[src/hw/rtl/icdf_pkg.sv]
// Shared types and constants for the inverse CDF table interpolator.
// Used by the controller, the datapath, the top level and the checker.
// No dependencies.
package icdf_pkg;

    localparam int TABLE_DEPTH_DEF = 256;
    localparam int CFG_W           = 9;
    localparam int IDX_W           = 8;
    localparam int DATA_W          = 32;
    localparam int S_TDATA_W       = 104;
    localparam int CNT_W           = 5;
    localparam logic [CFG_W-1:0] ENTRIES_RST = 9'd2;

    typedef enum logic [1:0] {
        ST_INTERP = 2'd0,
        ST_EXACT  = 2'd1,
        ST_BELOW  = 2'd2,
        ST_BEYOND = 2'd3
    } t_status;

    typedef struct packed {
        logic    load_wr;
        logic    q_start;
        logic    scan_en;
        logic    mul_go;
        logic    div_init;
        logic    div_step;
        logic    out_load;
        t_status code;
    } t_cmd;

    typedef struct packed {
        logic exact;
        logic interp;
        logic last;
        logic at_top;
        logic div_last;
        logic out_free;
    } t_sts;

endpackage

[src/hw/rtl/icdf_ctrl.sv]
// Controller state machine of the inverse CDF table interpolator.
// Sequences load, scan, multiply, divide and output; depends on icdf_pkg.
module icdf_ctrl (
    input  logic              i_clk,
    input  logic              i_rst_n,
    input  logic              i_s_tvalid,
    input  logic              i_kind,
    output logic              o_s_tready,
    input  icdf_pkg::t_sts    i_sts,
    output icdf_pkg::t_cmd    o_cmd
);

    typedef enum logic [2:0] {
        S_IDLE,
        S_SCAN,
        S_MUL,
        S_DINIT,
        S_DIV,
        S_FINISH
    } t_state;

    t_state            r_state, n_state;
    icdf_pkg::t_status r_code, n_code;
    logic              accept;

    assign o_s_tready = (r_state == S_IDLE);
    assign accept     = i_s_tvalid && o_s_tready;

    always_comb begin
        n_state = r_state;
        n_code  = r_code;
        case (r_state)
            S_IDLE: begin
                if (accept && i_kind) begin
                    n_state = S_SCAN;
                end
            end
            S_SCAN: begin
                if (i_sts.exact) begin
                    n_code  = icdf_pkg::ST_EXACT;
                    n_state = S_FINISH;
                end else if (i_sts.interp) begin
                    n_code  = icdf_pkg::ST_INTERP;
                    n_state = S_MUL;
                end else if (i_sts.last) begin
                    n_code  = i_sts.at_top ? icdf_pkg::ST_BEYOND : icdf_pkg::ST_BELOW;
                    n_state = S_FINISH;
                end
            end
            S_MUL:   n_state = S_DINIT;
            S_DINIT: n_state = S_DIV;
            S_DIV: begin
                if (i_sts.div_last) begin
                    n_state = S_FINISH;
                end
            end
            S_FINISH: begin
                if (i_sts.out_free) begin
                    n_state = S_IDLE;
                end
            end
            default: n_state = S_IDLE;
        endcase
    end

    always_ff @(posedge i_clk) begin
        if (!i_rst_n) begin
            r_state <= S_IDLE;
            r_code  <= icdf_pkg::ST_BELOW;
        end else begin
            r_state <= n_state;
            r_code  <= n_code;
        end
    end

    always_comb begin
        o_cmd          = '0;
        o_cmd.load_wr  = accept && !i_kind;
        o_cmd.q_start  = accept && i_kind;
        o_cmd.scan_en  = (r_state == S_SCAN);
        o_cmd.mul_go   = (r_state == S_MUL);
        o_cmd.div_init = (r_state == S_DINIT);
        o_cmd.div_step = (r_state == S_DIV);
        o_cmd.out_load = (r_state == S_FINISH) && i_sts.out_free;
        o_cmd.code     = r_code;
    end

endmodule

[config.mk]
export PLATFORM = sky130hd
export DESIGN_NAME = icdf_ctrl
export DESIGN_NICKNAME = d
export VERILOG_FILES = /design/src/hw/rtl/icdf_pkg.sv /design/src/hw/rtl/icdf_ctrl.sv
export SDC_FILE = /design/constraint.sdc
export NUM_CORES = 1
export LEC_CHECK = 0
export ABC_AREA = 1
export BUFFER_PORTS_ARGS = -buffer_cell sky130_fd_sc_hd__clkbuf_2
export CORE_AREA = 2 2 39 41
export CTS_BUF_LIST = sky130_fd_sc_hd__clkbuf_4 sky130_fd_sc_hd__clkbuf_8
export DETAILED_ROUTE_END_ITERATION = 10
export DIE_AREA = 0 0 41 43
export PLACE_DENSITY_LB_ADDON = 0.08
export SLEW_MARGIN = 25
export SYNTH_ARGS = -nofsm -noshare
export SYNTH_HDL_FRONTEND = slang
export SYNTH_SLANG_ARGS = --single-unit
[constraint.sdc]
create_clock -name i_clk -period 1.43 [get_ports i_clk]
set_input_delay 0.286 -clock i_clk [delete_from_list [all_inputs] [get_ports i_clk]]
set_output_delay 0.286 -clock i_clk [all_outputs]
set_load 0.01 [all_outputs]
Word-level counts from Yosys, hierarchy flattened
Cells that the tools add are included.
{"block": "word_totals", "latch_bits": 0, "out_inout_bits": 10, "romBits": 0, "ramBits": 0, "inputBits": 10, "ff_bits": 5, "mem_count": 0, "wordCells": 31}
{"block": "classes", "bitwise_logic": 0, "n_eq_ne": 9, "muxes": 11, "shifts": 0, "reduce_logical": 9, "addsub": 0, "mul": 0, "div_mod_pow": 0, "n_lt_le_gt_ge": 0}
{"op": "3-bit two-way mux", "count": 6}
{"op": "3-bit one-hot mux with 6 select lines", "count": 1}
{"op": "3-bit by 2-bit == test with 1-bit output, second input constant", "count": 2}
{"op": "3-bit == test, second input constant", "count": 2}
{"op": "2-bit two-way mux", "count": 3}
{"op": "1-bit logical AND", "count": 4}
{"op": "2-bit inequality test, second input constant", "count": 2}
{"op": "4-bit inequality test, second input constant", "count": 1}
{"op": "4-bit AND reduction", "count": 1}
{"op": "3-bit by 1-bit == test with 1-bit output, second input constant", "count": 1}
{"op": "3-bit logical NOT", "count": 1}
{"op": "3-bit nonzero test", "count": 1}
{"op": "2-bit by 1-bit inequality test with 1-bit output, second input constant", "count": 1}
{"op": "2-bit AND reduction", "count": 1}
{"op": "1-bit logical NOT", "count": 1}
{"op": "1-bit two-way mux", "count": 1}

Depth between registers and ports, before layout
{"block": "logic_depth", "depth_word": 5, "depth_mapped": 9, "mapped_depth_nobuf": 8}

Worst setup path after synthesis
No wires, ideal clock.
{"block": "synth_path", "path_type": "register to output", "from": "register r_state[0]", "to": "output port o_cmd[7] (netlist bit)", "path_stages_with_launch": 5, "path_slack_ps": 145, "required_time_ps": 1144, "path_buffers": 1, "t_arrival_ps": 999, "path_cell_list": "dfxtp_1 -> buf_6 -> nor3_2 -> nand2_1 -> nor2_1"}
{"item": "start: declaration", "line": "icdf_ctrl.sv:22", "rtl": "t_state r_state, n_state;"}
{"item": "start signal: assignment", "line": "icdf_ctrl.sv:71", "rtl": "r_state <= n_state;"}
{"item": "end: declaration", "line": "icdf_ctrl.sv:10", "rtl": "output icdf_pkg::t_cmd o_cmd"}

==> metrics.txt <==
met3 usage 0.03141; CP Max Fanout 5; Slew HR 0.8581; CTS tree yes; register bit total from synthesis 5; WL/cell a little over 9 µm; max-slew violations 0; Worst Reg-to-Reg Cells 7; fin area about 570 µm²; share of the synthesized area in the top cell type 0.2540; DR vias approximately 460; top cell type by total area after synthesis dfxtp_1; Lkg Pwr roughly 0.00033 µW; die height 43 µm; HPWL after detailed placement 763.7 µm; Worst Skew approximately 1.3 ps; I/O Pins 20; GR peak layer met2; Die Span X roughly 41 µm; Inserted Clock Buffers 3; CTS root buf clkbuf_4; initial core utilization 0.2848; Core Util, Final 0.4123; clock slew at reported path FFs ~40 ps; pin count of the biggest net entering global routing 10; Tcrit/Tclk final 0.9551; xor/xnor share of the synthesized area 0; Hold Fails Final Rpt 0; drt total wl 955 µm; hold depth 2; RSZ-0062 raised after global routing true; status complete, no violations; critical path startpoint category register; largest family of logic cells by synthesized area simple AND/OR/NAND/NOR gates; GRT overflow 0; final setup TNS 0 ps; # hold bufs at CTS 0; worst skew pair latency about 240 ps; Clock Sinks 5; core area 1384 µm²; crit end category output port; row count 14; simple-gate portion of the synthesized area 0.4444; Placer Congestion between 0.7 and 0.8; CP required 1140 ps; Crit path arrival time roughly 1100 ps; MaxCap Viol Count 0; Post-synth EDFFs 0; DR vias/cell roughly 4.3; CP top delay family flip-flops; gr usage total 0.1351; actual slew at the worst max-slew pin about 210 ps; PwrDens 1821 nW/µm²; Peak VDD IR 0.0007485 V; syn nets 74; share of layout cells above drive strength 1 0.4831; Nets 100; Yosys cell types 19; Hold/Removal Path Class in -> reg; met1 Usage GRT 0.1824; met2 Use GR 0.1875; Post-Syn Area about 390 µm²; Area contributors post-synth dfxtp_1 25%, inv_1 9.5%, nand2_1 9.5%; 1st-iter DRT viols 1; Die Area approximately 1800 µm²; remaining antenna violation count after routing 0; htree depth 1; maximum operating frequency between 0.7 and 0.8 GHz; DRC viols 0; Avg Inst Size Synth between 6 and 7 µm²; Seq/Total Area, Yosys 0.2540; synthesis-to-finish area growth 44.76%; Synth Instances 64; mux cell area share after synthesis 0; vias in the first global route slightly below 400; Post-DP Area roughly 500 µm²; critical path's largest stage delay 360 ps; Primary FF master, synth dfxtp_1; Async SR Flop Fraction 0; number of port buffers 19; top cells by count, synth 10 x inv_1, 10 x nand2_1, 10 x nor2_1, 5 x a21oi_1, 5 x dfxtp_1; Yosys warnings 0; min Tclk post-route about 1400 ps; Max clock buf depth 2; sequence of cells on the critical path nor3_4, nand2_1, nor2_1, buf_2; Setup-failing EPs final 0; first-pass GRT wire length approximately 1.6 mm; Synth Area in Adders 0; number of diodes 0; Slowest-stage cell, CP dfxtp_4; initial antenna violation count 0; critical setup path kind reg -> out; Stages on worst setup path 4; complex-gate fraction of the synthesized area 0.1397; drt first pass iters 2; CP Buf/Inv Count 1
per-stage QoR:
step	std cells	worst slack (ps)	hold slack (ps)	total power [µW]
3_5_place_dp	98	141.3	490.7	762.8
2_1_floorplan	64	145.1	355.1	633.2
3_3_place_gp	98	172.7	475.3	764.6
6_report	105	64.26	248.8	1039
4_1_cts	103	4.284	239.4	1017
5_1_grt	105	-59.57	255.2	1137
flip-flops by register name, summed over array words and instances, names as in the netlist:
signal   count
r_code       2
r_state      3
final timing paths:
path | startpoint | endpoint | slack, ps
worst max-delay path | r_state[2] | o_cmd[8] | 60
worst min-delay path | i_rst_n | r_code[1] | 250
worst max register to register | r_state[2] | r_state[0] | 300
worst min register to register | r_code[1] | r_code[1] | 500
power by group:
part	total, µW	internal, µW	leakage, µW	switching (µW)
logic	571	252	0.000264	320
registers	287	205	0.0000429	81.9
clock network	181	124	0.0000184	56.3
total	1040	581	0.000326	458
cell usage in the layout, fill, tap and decap left out, types with 3 or more instances in the layout:
| cell | count |
|---|---|
| inv_2 | 3 |
| inv_1 | 10 |
| nor2_1 | 10 |
| clkbuf_4 | 4 |
| nand2_1 | 10 |
| clkbuf_2 | 17 |
| a21oi_1 | 5 |
| nor2_2 | 4 |
| buf_4 | 3 |
| nand3_2 | 3 |
| o21ai_0 | 3 |
kinds of logic after synthesis:
group / after synthesis
and+or+nand+nor: 34
AOI/OAI and AO/OA: 10
DFF: 5
buffers and inverters: 15
repair_timing:
action	in CTS	in global routing
buffers inserted	1	2
pin swaps	1	2
resized for setup	4	5
endpoints found under the setup margin	4	6
per-layer routing:
metal,part of all wire,vias up,wire (µm)
met5,0,-,0
met4,0.010,0,10
met3,0.047,2,45
met2,0.45,10,434
met1,0.49,191,465
li1,-,253,-
cell type report:
class	count	area [µm²]
Clock buffer	4	30.03
Fill cell	163	813.3
Inverter	14	52.55
Multi-Input combinational cell	44	241.5
Sequential cell	5	108.9
Tap cell	16	20.02
Timing Repair Buffer	22	117.6
Power figures use the tool's default switching activity.
